`src/rtl/lfulru_pkg.sv`:
```
// lfulru_pkg: shared types and constants of the lfu replacement block with lru tie-break
// fixed field widths, command codes, controller states and the ctrl/datapath structs
// depends on nothing
package lfulru_pkg;

  localparam int unsigned CMD_W     = 2;
  localparam int unsigned SET_IN_W  = 11;
  localparam int unsigned WAY_IN_W  = 4;
  localparam int unsigned VICTIM_W  = 4;
  localparam int unsigned STAMP_W   = 64;

  localparam logic [CMD_W-1:0] CMD_VICTIM = 2'd0;
  localparam logic [CMD_W-1:0] CMD_FILL   = 2'd1;
  localparam logic [CMD_W-1:0] CMD_ACCESS = 2'd2;

  // reciprocal used for the set modulo
  localparam int unsigned MOD_SH    = 22;
  localparam int unsigned RECIP_W   = MOD_SH + 1;

  typedef enum logic [2:0] {
    ST_CLEAR,
    ST_IDLE,
    ST_REM,
    ST_READ,
    ST_EXEC,
    ST_SCAN,
    ST_DONE
  } lfulru_state_t;

  typedef struct packed {
    logic capture;
    logic calc_rem;
    logic mem_rd;
    logic touch_wr;
    logic clr_wr;
    logic scan_init;
    logic scan_step;
    logic out_load;
  } lfulru_cmd_t;

  typedef struct packed {
    logic in_victim;
    logic in_touch;
    logic is_victim;
    logic clr_last;
    logic scan_last;
    logic out_free;
  } lfulru_stat_t;

endpackage

```
`src/rtl/lfulru_ctrl.sv`:
```
// lfulru_ctrl: controller state machine - clearing pass, request sequencing, way scan
// issues lfulru_cmd_t to lfulru_dp and reads back lfulru_stat_t
// depends on lfulru_pkg
module lfulru_ctrl
  import lfulru_pkg::*;
(
  input  logic         clk,
  input  logic         rst_n,
  input  logic         in_valid,
  output logic         in_ready,
  input  lfulru_stat_t stat,
  output lfulru_cmd_t  cmd
);

  lfulru_state_t state_r;
  lfulru_state_t state_nxt;
  logic          accept;

  assign accept = in_valid && in_ready;

  always_ff @(posedge clk) begin
    if (!rst_n) begin
      state_r <= ST_CLEAR;
    end else begin
      state_r <= state_nxt;
    end
  end

  always_comb begin
    state_nxt = state_r;
    unique case (state_r)
      ST_CLEAR: begin
        if (stat.clr_last) state_nxt = ST_IDLE;
      end
      ST_IDLE: begin
        if (accept && (stat.in_victim || stat.in_touch)) state_nxt = ST_REM;
      end
      ST_REM:  state_nxt = ST_READ;
      ST_READ: state_nxt = ST_EXEC;
      ST_EXEC: state_nxt = stat.is_victim ? ST_SCAN : ST_IDLE;
      ST_SCAN: begin
        if (stat.scan_last) state_nxt = ST_DONE;
      end
      ST_DONE: begin
        if (stat.out_free) state_nxt = ST_IDLE;
      end
      default: state_nxt = ST_CLEAR;
    endcase
  end

  always_comb begin
    cmd      = '0;
    in_ready = 1'b0;
    unique case (state_r)
      ST_CLEAR: cmd.clr_wr = 1'b1;
      ST_IDLE: begin
        in_ready    = 1'b1;
        cmd.capture = in_valid;
      end
      ST_REM:  cmd.calc_rem = 1'b1;
      ST_READ: cmd.mem_rd   = 1'b1;
      ST_EXEC: begin
        cmd.scan_init = stat.is_victim;
        cmd.touch_wr  = !stat.is_victim;
      end
      ST_SCAN: cmd.scan_step = 1'b1;
      ST_DONE: cmd.out_load  = stat.out_free;
      default: cmd = '0;
    endcase
  end

endmodule
```
`config.mk`:
```
export PLATFORM = sky130hd
export DESIGN_NAME = lfulru_ctrl
export DESIGN_NICKNAME = d
export VERILOG_FILES = /design/src/rtl/lfulru_pkg.sv /design/src/rtl/lfulru_ctrl.sv
export SDC_FILE = /design/constraint.sdc
export NUM_CORES = 1
export LEC_CHECK = 0
export ABC_AREA = 1
export BUFFER_PORTS_ARGS = -buffer_cell sky130_fd_sc_hd__buf_4
export CAP_MARGIN = 20
export CORE_AREA = 5 5 42 44
export CTS_CLUSTER_SIZE = 8
export DETAILED_ROUTE_END_ITERATION = 10
export DIE_AREA = 0 0 47 49
export SLEW_MARGIN = 20
export SYNTH_ARGS = -nofsm -noshare
export SYNTH_HDL_FRONTEND = slang
export SYNTH_SLANG_ARGS = --single-unit
```
`constraint.sdc`:
```
create_clock -name clk -period 1.16 [get_ports clk]
set_input_delay 0 -clock clk [delete_from_list [all_inputs] [get_ports clk]]
set_output_delay 0 -clock clk [all_outputs]
set_load 0.01 [all_outputs]
```
==> results of run 1 <==
placed cells by master, fill, tap and decap left out, drive strengths merged:
cell type and count:
nand3 7, buf 19, nor4 1, nand2 8, nor3 2, o21ai 2, dfxtp 3, a21oi 2
inv 11, nor2 15, nand4 1, clkbuf 4
timing repair:
action,4_1_cts,5_1_grt
pin swaps,0,1
setup endpoints to repair,1,7
gates resized for setup,1,6
metrics by stage:
| step | TNS, ns | instance area (µm²) | power, µW | setup WS [ns] |
|---|---|---|---|---|
| 2_1_floorplan | 0 | 292 | 719 | 0.0669 |
| 3_3_place_gp | 0 | 435 | 983 | 0.00782 |
| 3_5_place_dp | 0 | 435 | 985 | 0.0176 |
| 4_1_cts | 0 | 467 | 1190 | 0.00129 |
| 5_1_grt | -0.0266 | 478 | 1350 | -0.0102 |
| 6_report | 0 | 478 | 1220 | 0.0725 |
worst reg2reg max path: stages, from the launching register on:
cell and delay (ns):
dfxtp_4 0.37, inv_1 0.09, nand3_1 0.10, nor2_1 0.05
nor2_1 0.15, nand3_1 0.11, a21oi_1 0.13
final cells by class:
type	count	area (µm²)
fill	163	923
inverter	11	41.3
multi-input combinational	38	181
sequential	3	66.3
timing repair buffer	19	143
tap	16	20.0
clock buffer	4	26.3
logic make-up after synthesis:
kind of cell    share of synthesized area (%)
flops                                    20.6
buf+inv                                  20.6
compound gates                           6.87
simple gates                             51.9
report_power, final:
| part | switching (µW) | internal [µW] | total, µW |
|---|---|---|---|
| sequential | 92.8 | 173 | 266 |
| combinational | 425 | 348 | 773 |
| clock | 56.5 | 129 | 186 |
| total | 574 | 650 | 1220 |
layer usage:
metal | vias to the layer above | global-route usage [%] | routed length (µm)
met1 | 177 | 9.45 | 343
li1 | 208 | - | -
met4 | 0 | 2.76 | 0
met3 | 0 | 5.17 | 123
met5 | - | 0 | 0
met2 | 13 | 14.0 | 462
how the worst max path moves through the flow:
stage                     startpoint         end  cells after the start
after floorplan           state_r[0]  state_r[0]                      8
after global placement    state_r[1]  state_r[2]                      5
after detailed placement  state_r[1]  state_r[2]                      5
after CTS                 state_r[0]  state_r[1]                      6
after global routing      state_r[0]  state_r[1]                      6
final                     state_r[2]      cmd[4]                      3
==> out/qor.yml, run 1 <==
outcome:
  status: "completed"
sta:
  fin_crit_sh_pct: 93.8
  maxSlewHeadroom_pct: 84.4
  min_period_ns: 1.09
  hold_viol: 0
  fmax_mhz: 920
  slew_violations: 0
  finClkSkew_ns: 0.00300
  holdWs_ns: 0.00996
  rsz0062_at_grt: "yes"
  tightest_slew_ns: 0.231
  setup_viol: 0
yosys:
  synth_top_area_share_pct: 20.6
  synth_seq_cells: 3
  yosysWarnings: 0
  yosysSeqAreaShare_pct: 20.6
  ys.flop_type: "dfxtp_1"
  synth.top_cells.by_count: "13 x nor2_1, 8 x inv_1, 7 x nand2_1, 7 x nand3_1"
  synthCells: 54
  synth_top_cell_by_area: "dfxtp_1"
  yosysMostFrequentCell: "nor2_1"
  syn_area_um2: 292
  synth-edff-count: 0
  yosys-top-cells-area: "dfxtp_1 21%, nor2_1 17%, nand3_1 12%, inv_1 10%, nand2_1 9.0%"
  postSynth.asyncResetShare_pct: 0
  syn_nets: 63
  synth.distinct_cells: 15
  syn_area_per_cell_um2: 5.40
clock_tree:
  clk_latency_ns: 0.23
  cts_setup_buffers: 0
  clockBufferDepth: 2
  h-tree-depth: 1
  cts_tree: "yes"
  hold_buffers: 0
  clk_pin_slew_ns: 0.04
  cts-buffers-inserted: 3
  numClockSinks: 3
  root_buffer: "clkbuf_4"
worst_setup_path:
  r2r-end: "state_r[1]"
  rr_startpoint: "state_r[0]"
  path_max_fanout: 6
  critPathCaptureType: "output port"
  path_cells: "inv_2 > nor4_1 > buf_4"
  critical_path_class: "flip-flop to output port"
  worst-endpoint-arrival_ns: 1.09
  critPathMaxStageDelay_ns: 0.38
  critPathTopFamily: "flip-flops"
  ff2ff_path_depth: 6
  regToRegSetupSlack_ns: 0.08
  cp_slowest_cell: "dfxtp_2"
  critPathBufInv: 2
  required_ns: 1.16
  start_kind: "flip-flop"
floorplanning:
  initial_utilization_pct: 20.8
  die_w_um: 47
  die_area_um2: 2300
  io-pin-count: 18
  rows: 14
  die_h_um: 49
  core_area_um2: 1400
grt:
  gr-total-overflow: 0
  grt_pass1_wl_um: 1480
  grt_max_degree: 8
  grt_pass1_vias: 375
  grtUsageTotal_pct: 8.80
  grt_antenna_before_repair: 0
cells_and_area:
  reg.largest.list: "state_r x3"
  stdcell_count: 91
  largest_register: "state_r"
  syn2layout_area_growth_pct: 63.9
  post-route-util_pct: 34.1
  final_nets: 85
  largest_register_ffs: 3
  drive_gt1_share_pct: 45.3
  antennaDiodeCount: 0
min_path:
  min-delay-start: "rst_n"
  min_to: "state_r[1]"
  hold_path_class: "input port to flip-flop"
  hold-path-cell-count: 3
placed_design:
  place_congestion: 0.734
  hpwl_um: 722
  placed_cells: 87
  io_buffers: 17
power:
  power.density_nw_per_um2: 2560
  leakagePower_uw: 0.000271
  ir_worst_vdd_v: 0.000919
detailed_routing:
  drt_iter0_drc: 9
  wl_per_cell_um: 10.2
  vias: 398
  viasPerCell: 4.37
  routed_wl_um: 929
  drtPass1Iterations: 4
  ant_nets: 0
  drc: 0
run:
  cap_violations: 0
Note: power is estimated with default switching activity, not from simulation.
==> run 2: changes to the inputs <==
- ABC_AREA: 1 -> 0
==> run 2 against run 1 <==
The run now ends with negative setup slack left. Power down 30%. Hold slack improved by 0.11 ns. Register-to-register slack got worse by 0.08 ns. Critical endpoint is now state_r[0].
==> out/qor.yml, run 2 <==
floorplanning:
  initial_utilization_pct: 19.2  # was 20.8%
  die_h_um: 49  # unchanged
  die_w_um: 47  # unchanged
  core_area_um2: 1400  # unchanged
  die_area_um2: 2300  # unchanged
  rows: 14  # unchanged
  io-pin-count: 18  # unchanged
grt:
  grt_pass1_wl_um: 1320  # was 1480 µm
  grt_antenna_before_repair: 0  # unchanged
  grtUsageTotal_pct: 8.16  # was 8.80%
  grt_max_degree: 8  # unchanged
  gr-total-overflow: 0  # unchanged
  grt_pass1_vias: 316  # was 375
worst_setup_path:
  start_kind: "flip-flop"  # unchanged
  required_ns: 1.31  # was 1.16 ns
  path_max_fanout: 4  # was 6
  critPathCaptureType: "flip-flop"  # was output port
  worst-endpoint-arrival_ns: 1.31  # was 1.09 ns
  critical_path_class: "flip-flop to flip-flop"  # was flip-flop to output port
yosys:
  synth_xor_xnor_area_share_pct: 0  # unchanged
  synth.top_cells.by_count: "4 x nor2_1, 4 x o21ai_0, 3 x and2_1, 3 x dfxtp_1"  # was 13 x nor2_1, 8 x inv_1, 7 x nand2_1, 7 x nand3_1
  yosysWarnings: 0  # unchanged
  postSynth.asyncResetShare_pct: 0  # unchanged
  synth_seq_cells: 3  # unchanged
  syn_nets: 45  # was 63
  synth_top_family_by_area: "simple AND/OR/NAND/NOR gates"  # unchanged
  synth-edff-count: 0  # unchanged
  ys.flop_type: "dfxtp_1"  # unchanged
  synthCells: 36  # was 54
  synthMuxAreaShare_pct: 3.72  # was 0%
  synth_top_area_share_pct: 22.3  # was 20.6%
  yosysSeqAreaShare_pct: 22.3  # was 20.6%
  yosys-top-cells-area: "dfxtp_1 22%, o21ai_0 7.4%, and2_1 7.0%, buf_4 5.6%, nor2_1 5.6%"  # was dfxtp_1 21%, nor2_1 17%, nand3_1 12%, inv_1 10%, nand2_1 9.0%
  syn_area_um2: 269  # was 292 µm²
  syn_area_per_cell_um2: 7.47  # was 5.40 µm²
  synth-adder-area-share_pct: 0  # unchanged
  yosys.area_share.simple_pct: 40.5  # was 51.9%
  synth_top_cell_by_area: "dfxtp_1"  # unchanged
  synth_compound_area_share_pct: 20.9  # was 6.87%
  synth.distinct_cells: 23  # was 15
sta:
  setup_viol: 1  # was 0
  fin_crit_sh_pct: 100  # was 93.8%
  setup_ws_ns: -0.000269  # was 0.0725 ns
  fmax_mhz: 862  # was 920 MHz
  tns_ns: -0.000269  # was 0 ns
  maxSlewHeadroom_pct: 78.0  # was 84.4%
  holdWs_ns: 0.122  # was 0.00996 ns
  slew_violations: 0  # unchanged
  finClkSkew_ns: 0.00351  # was 0.00300 ns
  tightest_slew_ns: 0.329  # was 0.231 ns
  min_period_ns: 1.16  # was 1.09 ns
  hold_viol: 0  # unchanged
  rsz0062_at_grt: "yes"  # unchanged
cells_and_area:
  largest_register: "state_r"  # unchanged
  drive_gt1_share_pct: 62.3  # was 45.3%
  layout_common_cells: "17 x buf_4, 6 x buf_6, 3 x clkbuf_4"  # was 19 x buf_4, 11 x nor2_1, 8 x inv_1, 7 x nand3_1, 7 x nand2_1
  final_nets: 71  # was 85
  syn2layout_area_growth_pct: 108  # was 63.9%
  antennaDiodeCount: 0  # unchanged
  n_fill_cell: 156  # was 163
  largest_register_ffs: 3  # unchanged
  layout_commonest_cell: "buf_4"  # unchanged
  stdcell_count: 77  # was 91
  seq_area_um2: 66.3  # unchanged
  reg.largest.list: "state_r x3"  # unchanged
  multi_input_area_um2: 235  # was 181 µm²
min_path:
  hold_path_class: "input port to flip-flop"  # unchanged
power:
  power.density_nw_per_um2: 1530  # was 2560 nW/µm²
  leakagePower_uw: 0.000240  # was 0.000271 µW
  ir_worst_vdd_v: 0.000807  # was 0.000919 V
clock_tree:
  h-tree-depth: 1  # unchanged
  clockBufferDepth: 2  # unchanged
  clk_latency_ns: 0.24  # was 0.23 ns
  clk_pin_slew_ns: 0.04  # about the same
  cts_tree: "yes"  # unchanged
  numClockSinks: 3  # unchanged
  cts-buffers-inserted: 3  # unchanged
  root_buffer: "clkbuf_4"  # unchanged
detailed_routing:
  routed_wl_um: 790  # was 929 µm
  drc: 0  # unchanged
  wl_met1_um: 280  # was 343 µm
  drt_iter0_drc: 4  # was 9
  highest_layer: "met3"  # unchanged
  drtPass1Iterations: 4  # unchanged
  ant_nets: 0  # unchanged
  wl_per_cell_um: 10.3  # was 10.2 µm
  met2_length_um: 399  # was 462 µm
  viasPerCell: 4.44  # was 4.37
  vias: 342  # was 398
  met3RoutedLength_um: 110  # was 123 µm
outcome:
  status: "complete, but fails checks"  # was completed
  violations: "negative setup slack"
placed_design:
  placed_cells: 71  # was 87
  io_buffers: 17  # unchanged
  place_congestion: 0.710  # was 0.734
  hpwl_um: 629  # was 722 µm
run:
  cap_violations: 0  # unchanged
run 2: cell types whose count changed after synthesis, sizes merged, moves of 2 or more:
| cell | delta |
|---|---|
| and2 | +3 |
| nand2b | +2 |
| nand3 | -7 |
| nand2 | -6 |
| nor2 | -10 |
| inv | -9 |
| o21ai | +2 |
run 2: cell families after synthesis:
logic type,Yosys count
simple gates,18
flops,3
buf+inv,5
compound gates,9
mux,1
run 2: layer usage:
metal | vias to the layer above | global-route usage [%]
li1 | 174 | -
met1 | 155 | 8.75
met2 | 13 | 12.0
met3 | 0 | 6.27
met4 | 0 | 2.76
met5 | - | 0
run 2: final cells by class:
type                            count  area share, %
Clock buffer                        4           4.69
Inverter                            2           1.34
Multi-Input combinational cell     28           42.0
Sequential cell                     3           11.8
Tap cell                           16           3.57
Timing Repair Buffer               24           36.6
run 2: final timing paths:
path	start	end	depth (start not counted)	slack, ns
worst max-delay path	state_r[1]	state_r[0]	4	-0.0003
worst min-delay path	stat[0]	state_r[1]	3	0.12
worst max register to register	state_r[1]	state_r[0]	4	-0.0003
worst min register to register	state_r[0]	state_r[0]	3	0.65
run 2: repair_timing:
action / in CTS / in global routing
hold buffers: 1 / 0
setup buffers: 1 / 0
hold endpoints to repair: 2 / 0
pin swaps: 2 / 2
endpoints found under the setup margin: 7 / 8
gates resized for setup: 9 / 12
run 2: power by group:
group          internal [µW]  switching (µW)
Sequential               137            33.8
Combinational            287             213
Clock                    129            55.6
run 2: critical path, stage by stage, from the launching register on:
cell,delay (ns)
dfxtp_2,0.34
nand2b_4,0.14
nor2_2,0.04
a222oi_1,0.34
mux2i_1,0.22
run 2: metrics by stage:
step	cell area (µm²)	power (µW)	worst slack, ns	utilization [%]
global placement	435	551	0.0214	31.1
floorplan	280	409	-0.0247	-
CTS	512	817	-0.0169	36.5
detailed placement	435	557	-0.0186	31.1
finish	561	855	-0.000269	40.0
global route	561	926	-0.0827	40.0
==> run 3: changes to the inputs <==
--- a/config.mk
+++ b/config.mk
@@ -8,3 +8,2 @@
 export ABC_AREA = 0
-export BUFFER_PORTS_ARGS = -buffer_cell sky130_fd_sc_hd__buf_4
 export CAP_MARGIN = 20
@@ -14,2 +13,4 @@
 export DIE_AREA = 0 0 47 49
+export DONT_BUFFER_PORTS = 1
+export HOLD_SLACK_MARGIN = 0.05
 export SLEW_MARGIN = 20
==> constraint.sdc (replaced) <==
create_clock -name clk -period 1.16 [get_ports clk]
set_input_delay 0.232 -clock clk [delete_from_list [all_inputs] [get_ports clk]]
set_output_delay 0.232 -clock clk [all_outputs]
set_load 0.01 [all_outputs]
==> run 3 against run 2 <==
The run still ends with negative setup slack left. Critical path depth is 1 lower. Die area stayed put. Sequential power is 9% higher. Routed wire length is 11% higher. Register-to-register slack worse by 0.12 ns. Clock skew is 0.0025 ns lower. Power is 6.7% higher. Cell area is 9.4% lower. Non-clock buffer count is 9 lower.
==> out/qor.yml, run 3 (synthesized netlist as in run 2, its figures left out) <==
outcome:
  status: "complete, but fails checks"  # unchanged
  violations: "negative setup slack"  # unchanged
floorplanning:
  die_h_um: 49  # unchanged
  core_area_um2: 1400  # unchanged
  initial_utilization_pct: 19.2  # unchanged
  die_w_um: 47  # unchanged
  io-pin-count: 18  # unchanged
  rows: 14  # unchanged
  die_area_um2: 2300  # unchanged
grt:
  met2_usage_pct: 14.7  # was 12.0%
  grtUsageTotal_pct: 8.80  # was 8.16%
  use_met3_pct: 4.80  # was 6.27%
  grt_max_degree: 7  # was 8
  top_usage_layer: "met2"  # unchanged
  gr-total-overflow: 0  # unchanged
  grt_antenna_before_repair: 0  # unchanged
  grt_pass1_vias: 349  # was 316
  grt_pass1_wl_um: 1430  # was 1320 µm
  grt_util_met1_pct: 7.68  # was 8.75%
cells_and_area:
  largest_register_ffs: 3  # unchanged
  antennaDiodeCount: 0  # unchanged
  n_fill_cell: 147  # was 156
  stdcell_count: 68  # was 77
  layout_common_cells: "7 x buf_4, 7 x buf_6, 4 x nor2_4, 3 x clkbuf_4, 3 x dfxtp_4"  # was 17 x buf_4, 6 x buf_6, 3 x clkbuf_4
  seq_area_um2: 71.3  # was 66.3 µm²
  final_nets: 62  # was 71
  drive_gt1_share_pct: 63.5  # was 62.3%
  multi_input_area_um2: 231  # was 235 µm²
  largest_register: "state_r"  # unchanged
  reg.largest.list: "state_r x3"  # unchanged
  syn2layout_area_growth_pct: 88.8  # was 108%
  postLayoutCellArea_um2: 508  # was 561 µm²
clock_tree:
  clk_latency_ns: 0.23  # was 0.24 ns
  clockBufferDepth: 2  # unchanged
  hold_buffers: 0  # was 1
  root_buffer: "clkbuf_4"  # unchanged
  cts_tree: "yes"  # unchanged
  clk_pin_slew_ns: 0.04  # about the same
  cts-buffers-inserted: 3  # unchanged
  h-tree-depth: 1  # unchanged
  numClockSinks: 3  # unchanged
worst_setup_path:
  critical_path_class: "flip-flop to output port"  # was flip-flop to flip-flop
  critPathTopFamily: "simple AND/OR/NAND/NOR gates"  # was flip-flops
  required_ns: 0.93  # was 1.31 ns
  critPathMaxStageDelay_ns: 0.36  # was 0.34 ns
  path_max_fanout: 6  # was 4
  cp_slowest_cell: "dfxtp_4"  # was dfxtp_2
  start_kind: "flip-flop"  # unchanged
  critPathBufInv: 1  # was 0
  critPathCaptureType: "output port"  # was flip-flop
  path_cells: "or2b_1 > buf_6 > nor2_4"  # was nand2b_4 > nor2_2 > a222oi_1 > mux2i_1
  worst-endpoint-arrival_ns: 1.10  # was 1.31 ns
placed_design:
  place_congestion: 0.689  # was 0.710
  dpl-instance-area_um2: 338  # was 435 µm²
  placed_cells: 58  # was 71
  io_buffers: 0  # was 17
detailed_routing:
  drtPass1Iterations: 4  # unchanged
  drc: 0  # unchanged
  drt_iter0_drc: 16  # was 4
  routed_wl_um: 876  # was 790 µm
  wl_per_cell_um: 12.9  # was 10.3 µm
  viasPerCell: 4.68  # was 4.44
  vias: 318  # was 342
  ant_nets: 0  # unchanged
sta:
  fin_crit_sh_pct: 115  # was 100%
  finClkSkew_ns: 0.00104  # was 0.00351 ns
  fmax_mhz: 750  # was 862 MHz
  setup_viol: 10  # was 1
  min_period_ns: 1.33  # was 1.16 ns
  holdWs_ns: 0.118  # was 0.122 ns
  slew_violations: 0  # unchanged
  tightest_slew_ns: 0.319  # was 0.329 ns
  setup_ws_ns: -0.173  # was -0.000269 ns
  hold_viol: 0  # unchanged
  rsz0062_at_grt: "yes"  # unchanged
  maxSlewHeadroom_pct: 78.7  # was 78.0%
  tns_ns: -1.21  # was -0.000269 ns
power:
  power.density_nw_per_um2: 1800  # was 1530 nW/µm²
  leakagePower_uw: 0.000199  # was 0.000240 µW
  report.power.total_uw: 913  # was 855 µW
  ir_worst_vdd_v: 0.000702  # was 0.000807 V
min_path:
  hold_path_class: "input port to flip-flop"  # unchanged
run:
  cap_violations: 0  # unchanged
run 3: changes by cell type in the layout (fill, tap and decap cells not counted), sizes merged:
| cell | change |
|---|---|
| dlygate4sd3 | -1 |
| buf | -8 |
run 3: worst reg2reg max path, stage by stage (launching register included):
cell and delay, ns:
dfxtp_4 0.35, or2b_1 0.20, buf_4 0.12, o22ai_1 0.06, a222oi_1 0.26, mux2i_1 0.22
run 3: final timing paths:
path | slack (ns) | start | to | cells past startpoint
max | -0.17 | state_r[1] | cmd[6] | 3
min | 0.12 | rst_n | state_r[1] | 1
max reg2reg | -0.12 | state_r[1] | state_r[0] | 5
min reg2reg | 0.71 | state_r[2] | state_r[0] | 3
run 3: repair_timing:
item	4_1_cts	5_1_grt
setup buffers	6	0
setup endpoints to repair	11	11
cloned	0	0
gates resized for setup	26	2
pin swaps	5	3
run 3: per-layer routing:
layer | routed length (µm) | vias up
met5 | 0 | -
met4 | 15 | 0
met3 | 86 | 2
met2 | 507 | 14
met1 | 267 | 145
li1 | - | 157
run 3: cell type report:
cell class | count | share of cell area (%)
well taps | 16 | 3.94
flip-flops and latches | 3 | 14.0
inverters | 2 | 1.48
multi-input cells | 28 | 45.6
repair buffers | 15 | 29.8
clock buffers | 4 | 5.17
run 3: report_power, final:
group          internal (µW)  leakage [µW]  switching [µW]  total [µW]
clock network            129     0.0000150            55.4         184
logic                    329      0.000158             213         543
registers                137     0.0000267            48.5         186
total                    595      0.000199             317         913
run 3: metrics by stage:
step                setup slack, ns  utilization, %
finish                       -0.173            36.3
global route                 -0.233            36.3
floorplan                   -0.0247               -
CTS                          -0.173            35.7
global placement            -0.0666            24.1
detailed placement          -0.0684            24.1
